File: src/rtl/csim_pkg.sv
package csim_pkg;

  // element and result words
  localparam int unsigned ElemW  = 16;
  localparam int unsigned ResW   = 16;
  localparam int unsigned FracW  = 15;

  // products and accumulators
  localparam int unsigned ProdW  = 2 * ElemW;
  localparam int unsigned SqW    = ProdW - 1;
  localparam int unsigned DotW   = 44;
  localparam int unsigned NormW  = 43;

  // final evaluation
  localparam int unsigned PW     = 2 * NormW;
  localparam int unsigned Q2W    = 2 * DotW;
  localparam int unsigned McW    = 2 * DotW - 1;
  localparam int unsigned QShift = 2 * FracW;
  localparam int unsigned RootW  = FracW + 1;
  localparam int unsigned KW     = $clog2(RootW);
  localparam int unsigned CntW   = $clog2(DotW);
  localparam int unsigned AddW   = 120;

endpackage

File: src/rtl/csim_if.sv
interface csim_in_if;
  logic                              valid;
  logic                              ready;
  logic signed [csim_pkg::ElemW-1:0] elem_a;
  logic signed [csim_pkg::ElemW-1:0] elem_b;
  logic                              last_pair;

  modport source (output valid, elem_a, elem_b, last_pair, input ready);
  modport sink   (input valid, elem_a, elem_b, last_pair, output ready);
endinterface

interface csim_out_if;
  logic                             valid;
  logic                             ready;
  logic signed [csim_pkg::ResW-1:0] similarity;
  logic                             zero_norm;

  modport source (output valid, similarity, zero_norm, input ready);
  modport sink   (input valid, similarity, zero_norm, output ready);
endinterface

File: src/rtl/cosine_similarity_engine_unit.sv
// Streaming cosine similarity of two Q1.15 vectors. Each input word carries one element
// pair and a last-pair flag; the block accumulates the dot product and both squared norms
// with saturation and, on the last pair, returns one word: the similarity in Q1.15,
// truncated toward zero and clamped to -32768..32767, with zero_norm set (and the
// similarity 0) when either norm is zero. Each pair's products are registered, then
// accumulated, before the next pair is taken. After a last pair, one 120-bit adder,
// shared under the sequencer, forms norm_a * norm_b in 43 shift-and-add steps and dot^2
// in 44 more, then finds the 16 result bits by restoring search, each bit by a trial
// add, a second add and a compare. With a zero norm the multiply and search are skipped.
// The result sits in an output register, so the next vector may start while it waits;
// the block only stalls when a second result is ready before the first is taken.
module cosine_similarity_engine_unit (
  input  logic       clk_i,
  input  logic       rst_ni,
  csim_in_if.sink    in_i,
  csim_out_if.source out_o
);

  // sequencer states
  localparam logic [3:0] ST_IDLE = 4'd0;  // waiting for a word
  localparam logic [3:0] ST_ACC  = 4'd1;  // saturating accumulate
  localparam logic [3:0] ST_CHK  = 4'd2;  // zero-norm check, multiply setup
  localparam logic [3:0] ST_MULP = 4'd3;  // norm_a * norm_b
  localparam logic [3:0] ST_MULQ = 4'd4;  // |dot| * |dot|
  localparam logic [3:0] ST_TRYA = 4'd5;  // trial: s + P*4^k
  localparam logic [3:0] ST_TRYB = 4'd6;  // trial: + r*P*2^(k+1)
  localparam logic [3:0] ST_TRYC = 4'd7;  // compare, update r*P
  localparam logic [3:0] ST_FIN  = 4'd8;  // load output register

  localparam int unsigned DotW = csim_pkg::DotW;
  localparam int unsigned NormW = csim_pkg::NormW;
  localparam int unsigned AddW = csim_pkg::AddW;
  localparam int unsigned RootW = csim_pkg::RootW;

  logic [3:0] state_q, state_d;

  // registered element products
  logic signed [csim_pkg::ProdW-1:0] prod_ab_q, prod_ab_d;
  logic [csim_pkg::SqW-1:0]          prod_aa_q, prod_aa_d;
  logic [csim_pkg::SqW-1:0]          prod_bb_q, prod_bb_d;
  logic                              last_q, last_d;

  // accumulators
  logic signed [DotW-1:0] dot_q, dot_d;
  logic [NormW-1:0]       na_q, na_d;
  logic [NormW-1:0]       nb_q, nb_d;

  // shift-and-add multiply
  logic [csim_pkg::McW-1:0]  mcand_q, mcand_d;
  logic [DotW-1:0]           mplier_q, mplier_d;
  logic [csim_pkg::CntW-1:0] cnt_q, cnt_d;
  logic [csim_pkg::PW-1:0]   p_q, p_d;
  logic [csim_pkg::Q2W-1:0]  q2_q, q2_d;

  // root search: acc holds the running sum / trial value
  logic [AddW-1:0]         acc_q, acc_d;
  logic [AddW-1:0]         s_q, s_d;     // r^2 * P
  logic [AddW-1:0]         pk_q, pk_d;   // P * 4^k
  logic [AddW-1:0]         rpk_q, rpk_d; // r * P * 2^(k+1)
  logic [RootW-1:0]        root_q, root_d;
  logic                    top_q, top_d; // r reached 32768
  logic [csim_pkg::KW-1:0] k_q, k_d;
  logic                    zero_q, zero_d;

  // output register
  logic                             out_valid_q, out_valid_d;
  logic signed [csim_pkg::ResW-1:0] out_sim_q, out_sim_d;
  logic                             out_zero_q, out_zero_d;

  // shared adder
  logic [AddW-1:0] add_a, add_b, add_sum;

  logic signed [csim_pkg::ProdW-1:0] mul_ab, mul_aa, mul_bb;
  logic signed [DotW:0]              dot_sum_w;
  logic [NormW:0]                    na_sum_w, nb_sum_w;
  logic [DotW-1:0]                   dot_mag;
  logic [AddW-1:0]                   q2_scaled;
  logic                              fit;
  logic                              out_free;
  logic signed [csim_pkg::ResW-1:0]  sim_val;

  assign in_i.ready       = (state_q == ST_IDLE);
  assign out_o.valid      = out_valid_q;
  assign out_o.similarity = out_sim_q;
  assign out_o.zero_norm  = out_zero_q;

  assign mul_ab = in_i.elem_a * in_i.elem_b;
  assign mul_aa = in_i.elem_a * in_i.elem_a;
  assign mul_bb = in_i.elem_b * in_i.elem_b;

  // saturating sums, one guard bit each
  assign dot_sum_w = {dot_q[DotW-1], dot_q}
                   + {{(DotW + 1 - csim_pkg::ProdW){prod_ab_q[csim_pkg::ProdW-1]}}, prod_ab_q};
  assign na_sum_w  = {1'b0, na_q} + (NormW + 1)'(prod_aa_q);
  assign nb_sum_w  = {1'b0, nb_q} + (NormW + 1)'(prod_bb_q);

  // magnitude of the dot sum; the most negative value maps to 2^43 and still fits
  assign dot_mag = dot_q[DotW-1] ? (~dot_q + DotW'(1)) : dot_q;

  // dot^2 * 2^30 is what r^2 * P is held against
  assign q2_scaled = AddW'({q2_q, {csim_pkg::QShift{1'b0}}});
  assign fit       = (acc_q <= q2_scaled) && !top_q;

  assign out_free = !out_valid_q || out_o.ready;

  // result from root and sign; a positive root of 32768 clamps
  always_comb begin
    if (zero_q) begin
      sim_val = '0;
    end else if (dot_q[DotW-1]) begin
      sim_val = csim_pkg::ResW'(-$signed({1'b0, root_q}));
    end else if (root_q[RootW-1]) begin
      sim_val = {1'b0, {(csim_pkg::ResW - 1){1'b1}}};
    end else begin
      sim_val = csim_pkg::ResW'(root_q);
    end
  end

  // operand select for the shared adder
  always_comb begin
    unique case (state_q) inside
      ST_MULP, ST_MULQ: begin
        add_a = acc_q;
        add_b = mplier_q[0] ? AddW'(mcand_q) : '0;
      end
      ST_TRYA: begin
        add_a = s_q;
        add_b = pk_q;
      end
      ST_TRYB: begin
        add_a = acc_q;
        add_b = rpk_q;
      end
      ST_TRYC: begin
        add_a = rpk_q;
        add_b = {pk_q[AddW-2:0], 1'b0};
      end
      default: begin
        add_a = '0;
        add_b = '0;
      end
    endcase
  end

  assign add_sum = add_a + add_b;

  // sequencer
  always_comb begin
    state_d     = state_q;
    prod_ab_d   = prod_ab_q;
    prod_aa_d   = prod_aa_q;
    prod_bb_d   = prod_bb_q;
    last_d      = last_q;
    dot_d       = dot_q;
    na_d        = na_q;
    nb_d        = nb_q;
    mcand_d     = mcand_q;
    mplier_d    = mplier_q;
    cnt_d       = cnt_q;
    p_d         = p_q;
    q2_d        = q2_q;
    acc_d       = acc_q;
    s_d         = s_q;
    pk_d        = pk_q;
    rpk_d       = rpk_q;
    root_d      = root_q;
    top_d       = top_q;
    k_d         = k_q;
    zero_d      = zero_q;
    out_valid_d = out_valid_q && !out_o.ready;
    out_sim_d   = out_sim_q;
    out_zero_d  = out_zero_q;

    unique case (state_q)
      ST_IDLE: begin
        if (in_i.valid) begin
          prod_ab_d = mul_ab;
          prod_aa_d = mul_aa[csim_pkg::SqW-1:0];
          prod_bb_d = mul_bb[csim_pkg::SqW-1:0];
          last_d    = in_i.last_pair;
          state_d   = ST_ACC;
        end
      end

      ST_ACC: begin
        if (dot_sum_w[DotW] != dot_sum_w[DotW-1]) begin
          dot_d = dot_sum_w[DotW] ? {1'b1, {(DotW - 1){1'b0}}} : {1'b0, {(DotW - 1){1'b1}}};
        end else begin
          dot_d = dot_sum_w[DotW-1:0];
        end
        na_d    = na_sum_w[NormW] ? '1 : na_sum_w[NormW-1:0];
        nb_d    = nb_sum_w[NormW] ? '1 : nb_sum_w[NormW-1:0];
        state_d = last_q ? ST_CHK : ST_IDLE;
      end

      ST_CHK: begin
        if (na_q == '0 || nb_q == '0) begin
          zero_d  = 1'b1;
          state_d = ST_FIN;
        end else begin
          zero_d   = 1'b0;
          acc_d    = '0;
          mcand_d  = csim_pkg::McW'(na_q);
          mplier_d = DotW'(nb_q);
          cnt_d    = '0;
          state_d  = ST_MULP;
        end
      end

      ST_MULP: begin
        acc_d    = add_sum;
        mcand_d  = {mcand_q[csim_pkg::McW-2:0], 1'b0};
        mplier_d = mplier_q >> 1;
        cnt_d    = cnt_q + csim_pkg::CntW'(1);
        if (cnt_q == csim_pkg::CntW'(NormW - 1)) begin
          p_d      = add_sum[csim_pkg::PW-1:0];
          acc_d    = '0;
          mcand_d  = csim_pkg::McW'(dot_mag);
          mplier_d = dot_mag;
          cnt_d    = '0;
          state_d  = ST_MULQ;
        end
      end

      ST_MULQ: begin
        acc_d    = add_sum;
        mcand_d  = {mcand_q[csim_pkg::McW-2:0], 1'b0};
        mplier_d = mplier_q >> 1;
        cnt_d    = cnt_q + csim_pkg::CntW'(1);
        if (cnt_q == csim_pkg::CntW'(DotW - 1)) begin
          q2_d    = add_sum[csim_pkg::Q2W-1:0];
          s_d     = '0;
          rpk_d   = '0;
          pk_d    = AddW'({p_q, {csim_pkg::QShift{1'b0}}});
          k_d     = csim_pkg::KW'(RootW - 1);
          top_d   = 1'b0;
          state_d = ST_TRYA;
        end
      end

      ST_TRYA: begin
        acc_d   = add_sum;
        state_d = ST_TRYB;
      end

      ST_TRYB: begin
        acc_d   = add_sum;
        state_d = ST_TRYC;
      end

      ST_TRYC: begin
        // (r + 2^k)^2 P = r^2 P + r P 2^(k+1) + P 4^k, kept exact by shifting down
        if (fit) begin
          s_d = acc_q;
        end
        rpk_d  = (fit ? add_sum : rpk_q) >> 1;
        pk_d   = pk_q >> 2;
        root_d = {root_q[RootW-2:0], fit};
        if (k_q == csim_pkg::KW'(RootW - 1)) begin
          top_d = fit;
        end
        if (k_q == '0) begin
          state_d = ST_FIN;
        end else begin
          k_d     = k_q - csim_pkg::KW'(1);
          state_d = ST_TRYA;
        end
      end

      ST_FIN: begin
        if (out_free) begin
          out_valid_d = 1'b1;
          out_sim_d   = sim_val;
          out_zero_d  = zero_q;
          dot_d       = '0;
          na_d        = '0;
          nb_d        = '0;
          state_d     = ST_IDLE;
        end
      end

      default: begin
        state_d = ST_IDLE;
      end
    endcase
  end

  // control state and accumulators
  always_ff @(posedge clk_i or negedge rst_ni) begin
    if (!rst_ni) begin
      state_q     <= ST_IDLE;
      last_q      <= 1'b0;
      dot_q       <= '0;
      na_q        <= '0;
      nb_q        <= '0;
      cnt_q       <= '0;
      k_q         <= '0;
      top_q       <= 1'b0;
      zero_q      <= 1'b0;
      out_valid_q <= 1'b0;
    end else begin
      state_q     <= state_d;
      last_q      <= last_d;
      dot_q       <= dot_d;
      na_q        <= na_d;
      nb_q        <= nb_d;
      cnt_q       <= cnt_d;
      k_q         <= k_d;
      top_q       <= top_d;
      zero_q      <= zero_d;
      out_valid_q <= out_valid_d;
    end
  end

  // datapath
  always_ff @(posedge clk_i) begin
    prod_ab_q  <= prod_ab_d;
    prod_aa_q  <= prod_aa_d;
    prod_bb_q  <= prod_bb_d;
    mcand_q    <= mcand_d;
    mplier_q   <= mplier_d;
    p_q        <= p_d;
    q2_q       <= q2_d;
    acc_q      <= acc_d;
    s_q        <= s_d;
    pk_q       <= pk_d;
    rpk_q      <= rpk_d;
    root_q     <= root_d;
    out_sim_q  <= out_sim_d;
    out_zero_q <= out_zero_d;
  end

endmodule

File: src/flat_wrapper.sv
// flat-port wrapper written by rule: the top's interface ports become plain ports
module cosine_similarity_engine_unit_flat 
  (clk_i, rst_ni, in_i_valid, in_i_elem_a, in_i_elem_b, in_i_last_pair, in_i_ready, out_o_valid, out_o_similarity, out_o_zero_norm, out_o_ready);
  csim_in_if in_i_i ();
  csim_out_if out_o_i ();
  input  logic clk_i;
  input  logic rst_ni;
  input wire logic [$bits(in_i_i.valid)-1:0] in_i_valid;
  input wire logic [$bits(in_i_i.elem_a)-1:0] in_i_elem_a;
  input wire logic [$bits(in_i_i.elem_b)-1:0] in_i_elem_b;
  input wire logic [$bits(in_i_i.last_pair)-1:0] in_i_last_pair;
  output wire logic [$bits(in_i_i.ready)-1:0] in_i_ready;
  output wire logic [$bits(out_o_i.valid)-1:0] out_o_valid;
  output wire logic [$bits(out_o_i.similarity)-1:0] out_o_similarity;
  output wire logic [$bits(out_o_i.zero_norm)-1:0] out_o_zero_norm;
  input wire logic [$bits(out_o_i.ready)-1:0] out_o_ready;
  assign in_i_i.valid = in_i_valid;
  assign in_i_i.elem_a = in_i_elem_a;
  assign in_i_i.elem_b = in_i_elem_b;
  assign in_i_i.last_pair = in_i_last_pair;
  assign in_i_ready = in_i_i.ready;
  assign out_o_valid = out_o_i.valid;
  assign out_o_similarity = out_o_i.similarity;
  assign out_o_zero_norm = out_o_i.zero_norm;
  assign out_o_i.ready = out_o_ready;
  cosine_similarity_engine_unit u_core (.clk_i(clk_i), .rst_ni(rst_ni), .in_i(in_i_i), .out_o(out_o_i));
endmodule
File: config.mk
export PLATFORM = sky130hd
export DESIGN_NAME = cosine_similarity_engine_unit_flat
export DESIGN_NICKNAME = d
export VERILOG_FILES = /design/src/rtl/csim_pkg.sv /design/src/rtl/csim_if.sv /design/src/rtl/cosine_similarity_engine_unit.sv /design/src/flat_wrapper.sv
export SDC_FILE = /design/constraint.sdc
export NUM_CORES = 2
export LEC_CHECK = 0
export BUFFER_PORTS_ARGS = -buffer_cell sky130_fd_sc_hd__buf_2
export CAP_MARGIN = 20
export CORE_ASPECT_RATIO = 0.8
export CORE_MARGIN = 4
export CORE_UTILIZATION = 57
export CTS_CLUSTER_DIAMETER = 200
export CTS_CLUSTER_SIZE = 16
export DETAILED_ROUTE_END_ITERATION = 16
export HOLD_SLACK_MARGIN = 0.15
export PLACE_DENSITY = 0.71
export REMOVE_ABC_BUFFERS = 1
export SYNTH_ARGS = -nofsm -noshare
export SYNTH_HDL_FRONTEND = slang
export SYNTH_SLANG_ARGS = --single-unit
File: constraint.sdc
create_clock -name clk_i -period 11.2 [get_ports clk_i]
set_input_delay 2.24 -clock clk_i [delete_from_list [all_inputs] [get_ports clk_i]]
set_output_delay 2.24 -clock clk_i [all_outputs]
set_load 0.005 [all_outputs]
Yosys cells after proc, flatten, opt, wreduce, memory -nomap -nowiden
Cells that the tools add are included.
- add/subtract/negate cells: 8
- multiply operators: 3
- order comparisons: 1
- equality and inequality tests: 20
- multiplexer cells: 51
- bitwise operators: 1
- reductions and logical operators: 30
- operators by type and width (kind ; number):
    120-bit two-way mux ; 6
    120-bit case mux with 2 select lines ; 3
    120-bit case mux with 3 select lines ; 2
    120-bit case mux with 4 select lines ; 1
    44-bit two-way mux ; 6
    87-bit two-way mux ; 3
    87-bit case mux with 3 select lines ; 1
    43-bit case mux with 2 select lines ; 2
    44-bit case mux with 3 select lines ; 1
    43-bit two-way mux ; 3
    120-bit adder ; 1
    120-bit by 118-bit less-or-equal comparator with 1-bit output ; 1
    43-bit by 31-bit adder with 44-bit output ; 2
    44-bit case mux with 2 select lines ; 1
    43-bit logical NOT ; 2
    16-bit by 16-bit multiplier with 31-bit output ; 2
    44-bit by 32-bit adder with 45-bit output ; 1
    44-bit by 2-bit adder with 44-bit output, second input constant ; 1
    44-bit inverter ; 1
    4-bit case mux with 9 select lines ; 1
    16-bit by 16-bit multiplier with 32-bit output ; 1
    4-bit two-way mux ; 8
    6-bit case mux with 3 select lines ; 1
    4-bit by 3-bit == test with 1-bit output, second input constant ; 4
    28 further kinds ; 59
- register bits after elaboration: 1060
- input port bits: 37
- output and inout port bits: 19
- logic and storage cells: 138

Depth between registers and ports, before layout
- word-level depth: 6
- depth in mapped cells: 27
- mapped depth without buffers: 26

Least setup slack after synthesis
OpenSTA, ideal clock, no wires.
- path kind: input to register
- from: in in_i_elem_a[13]
- to: reg u_core.prod_aa_q[30] (netlist name) (data pin)
- setup time: 0.260 ns
- arrival: 8.265 ns
- required time: 10.940 ns
- setup slack: 2.675 ns
- stages: 26
- path buffers: 2
- cell sequence: clkbuf_1 > inv_1 > buf_1 > nor2_1 > ha_1 > xor2_1 > fa_1 > fa_1 > inv_1 > fa_1 > fa_1 > inv_1 > fa_1 > inv_1 > ha_1 > a21oi_1 > o21ai_0 > a21oi_1 > o21bai_1 > a22oi_1 > a211oi_1 > a41o_1 > or4_1 > a31o_2 > a21oi_1 > xnor2_1
- word-level cells in the longest chain between the ends: 1
- ends and longest elaborated chain (what ; RTL line ; text):
    from (decl) ; flat_wrapper.sv:9 ; input wire logic [$bits(in_i_i.elem_a)-1:0] in_i_elem_a;
    16-bit by 16-bit multiplier with 31-bit output ; cosine_similarity_engine_unit.sv:88 ; assign mul_aa = in_i.elem_a * in_i.elem_a;
    via u_core.mul_aa (one bit) ; cosine_similarity_engine_unit.sv:73 ; logic signed [csim_pkg::ProdW-1:0] mul_ab, mul_aa, mul_bb;
    to (signal assigned) ; cosine_similarity_engine_unit.sv:318 ; prod_aa_q <= prod_aa_d;
    to (decl) ; cosine_similarity_engine_unit.sv:39 ; logic [csim_pkg::SqW-1:0] prod_aa_q, prod_aa_d;
The timed path passes the listed nets, and every way through them passes these cells.
A chain may end at the register's enable or synchronous reset.

Worst setup path in the final report
- from: in in_i_elem_b[3]
- to: reg u_core.prod_ab_q[29] (netlist name) (data pin)
- word-level cells in the longest chain between the ends: 1
- ends and longest elaborated chain (what ; RTL line ; text):
    from (decl) ; flat_wrapper.sv:10 ; input wire logic [$bits(in_i_i.elem_b)-1:0] in_i_elem_b;
    16-bit by 16-bit multiplier with 32-bit output ; cosine_similarity_engine_unit.sv:87 ; assign mul_ab = in_i.elem_a * in_i.elem_b;
    via u_core.mul_ab (one bit) ; cosine_similarity_engine_unit.sv:73 ;
    to (signal assigned) ; cosine_similarity_engine_unit.sv:317 ; prod_ab_q <= prod_ab_d;
    to (decl) ; cosine_similarity_engine_unit.sv:38 ; logic signed [csim_pkg::ProdW-1:0] prod_ab_q, prod_ab_d;
The timed path passes the listed nets, and every way through them passes these cells.

==> flow_summary.yaml <==
logic_synthesis:
  synth-simple-area-share_pct: 14.6
  synth_top_area_share_pct: 30.9
  synth_edf_count: 905
  synth.area.top_cells: "edfxtp_1, fa_1, ha_1"
  postSynthAreaPerCell_um2: 9.72
  synthAdderAreaFrac_pct: 24.6
  yosys_warnings: 0
  yosys.area_share.xor_xnor_pct: 3.78
  async_flop_share_pct: 14.1
  postSynthCellCount: 9045
  yosys.area.top_type: "edfxtp_1"
  ys_seq_elements: 1053
  synth_top_family_by_area: "adder cells"
  synth_area_um2: 87900
  ys_types: 88
  ys_seq_area_share_pct: 35.1
  synth-compound-area-share_pct: 13.6
  synth_mux_area_share_pct: 0.780
  synth-main-ff-cell: "edfxtp_1"
floorplanning:
  rows: 128
  fp.dieW_um: 447
  dieArea_um2: 161000
  initial_core_util_pct: 57.6
  dieHeight_um: 359
  io_pins: 56
  core_area_um2: 153000
cts:
  cts_hold_buffers: 0
  cts_sinks: 1053
  cts_setup_buffers: 0
  cts_max_path_buffers: 3
  cts-root-buf: "clkbuf_16"
  cts_buffers: 75
  cts_tree: "done"
  ctsResizeCount: 0
  clock_latency_ns: 0.73
  clk_pin_slew_worst_paths_ns: 0.08
  ctsHtreeMaxLevel: 3
timing:
  period_share_pct: 78.7
  rsz0062_at_grt: "false"
  slew_violations: 0
  tightest_slew_ns: 1.37
  hold_viol_final: 0
  period_needed_ns: 8.81
  slew_headroom_pct: 8.51
  setup_violations: 0
  fmax_mhz: 113
  finClkSkew_ns: 0.0651
placed_design:
  numPortBuffers: 55
  hpwl_mm: 205
  gp_congestion: 1.01
detailed_routing:
  drc: 0
  wl_per_cell_um: 25.3
  wl_mm: 276
  drtPass1Iterations: 9
  initialDrtViolationCount: 10300
  vias: 69500
  ant_nets: 0
  viasPerCell: 6.38
grt:
  grt_pass1_vias: 67200
  antenna_found_initial: 16
  grtUsageTotal_pct: 34.0
  overflow: 0
  grt_pass1_wl_mm: 417
  grt_max_degree: 176
critical_path:
  crit_path_top_delay_cell: "inv_1"
  startpoint_type: "primary input"
  worst-setup-path-type: "in2reg"
  crit_path_end_kind: "flip-flop"
  slowest_delay_ns: 0.63
  crit_path_max_fanout: 24
  crit_top_cell: "fa_1"
  crit_required_ns: 11.66
  arrival_ns: 9.28
cells_and_area:
  finalNetCount: 10200
  finalCoreUtilization_pct: 60.3
  final_common_cell: "inv_1"
  drive_above_1_share_pct: 3.72
  final_cell_mix: "inv_1, nand2_1, edfxtp_1"
  area_delta_synth_final_pct: 4.83
run_status:
  status: "complete, no violations"
hold_path:
  min_path_type: "reg2reg"
run:
  cap_violations: 0
## state kept, by name, summed over array words and instances, names as in the netlist, 4 cells and up
| register | flops |
|---|---|
| u_core.acc_q | 120 |
| u_core.cnt_q | 6 |
| u_core.dot_q | 44 |
| u_core.k_q | 4 |
| u_core.mcand_q | 87 |
| u_core.mplier_q | 44 |
| u_core.na_q | 43 |
| u_core.nb_q | 43 |
| u_core.out_o.similarity | 16 |
| u_core.p_q | 86 |
| u_core.pk_q | 116 |
| u_core.prod_aa_q | 30 |
| u_core.prod_ab_q | 32 |
| u_core.prod_bb_q | 30 |
| u_core.q2_q | 88 |
| u_core.root_q | 16 |
| u_core.rpk_q | 119 |
| u_core.s_q | 120 |
| u_core.state_q | 4 |
## layout make-up
class                           count  area (um2)
Timing Repair Buffer              155        1070
Sequential cell                  1053       30900
Inverter                         1318        4960
Clock inverter                      6         100
Clock buffer                      105        2030
Tap cell                         2015        2520
Multi-Input combinational cell   6239       50600
Antenna cell                        2        5.00
Fill cell                       13000       60600
## cells by family after synthesis
| kind of cell | after synthesis |
|---|---|
| adder cells (fa/ha/maj) | 1298 |
| AO/OA/AOI/OAI | 1770 |
| AND/OR/NAND/NOR | 2724 |
| multiplexers | 68 |
| XOR/XNOR | 379 |
| buffers and inverters | 1753 |
| flip-flops | 1053 |
## metrics by stage
step / instance area, um2 / setup TNS [ns] / worst slack (ns) / cells / hold slack (ns)
finish: 92200 / 0 / 2.39 / 10900 / 0.489
global route: 92200 / 0 / 2.19 / 10900 / 0.537
CTS: 92100 / 0 / 2.68 / 10900 / 0.489
detailed placement: 90000 / 0 / 1.92 / 10800 / 0.483
global placement: 90000 / 0 / 1.99 / 10800 / 0.469
floorplan: 86300 / -2503.28 / -5.03 / 8610 / 0.443
## routing by layer
| layer | routed length, um | global-route usage, % | vias up |
|---|---|---|---|
| met4 | 6320 | 7.24 | 12 |
| met2 | 106000 | 44.3 | 4249 |
| li1 | - | - | 30500 |
| met3 | 42200 | 12.5 | 374 |
| met1 | 121000 | 53.4 | 34300 |
| met5 | 189 | 0.629 | - |
## cells in the mapped netlist (26+ instances only)
cell      instances
nor2b_1          82
nand2b_1         40
xor2_1          134
o21bai_1         70
inv_1          1308
a211oi_1         51
a221oi_1         40
and3_1           35
nor4_1           50
o31ai_1          26
nor2_1          560
nor3_1          111
or3_1            32
nand4_1         108
a31oi_1          72
clkbuf_1        408
a21o_1          188
ha_1            575
edfxtp_1        905
a221o_1          83
o21ai_0         351
nand2_1        1052
a21oi_1         455
nand3_1         180
mux2i_1          64
a222oi_1        146
xnor2_1         245
and2_1          384
fa_1            723
a22oi_1          67
o21a_1           47
dfrtp_1         148
## final timing paths
path	start	end	slack [ns]	depth (start not counted)
setup / recovery	in_i_elem_b[3]	u_core.prod_ab_q[29]	2.39	25
hold / removal	u_core.cnt_q[5]	u_core.cnt_q[5]	0.49	1
setup reg to reg	u_core.state_q[2]	u_core.rpk_q[107]	2.43	19
hold reg to reg	u_core.cnt_q[5]	u_core.cnt_q[5]	0.49	1
max in group asynchronous	rst_ni	u_core.dot_q[43]	8.15	2
min in group asynchronous	rst_ni	u_core.nb_q[17]	1.63	1
## critical path, delay by kind of cell
kind,cells,cell delay [ns]
AOI/OAI and AO/OA,9,2.06
adders and majority gates,7,3.37
muxes,1,0.19
and+or+nand+nor,2,0.24
buffers and inverters,6,1.16
Power is not shown: default switching activity piles up to over one toggle a cycle in this logic, so the estimate is an artifact.
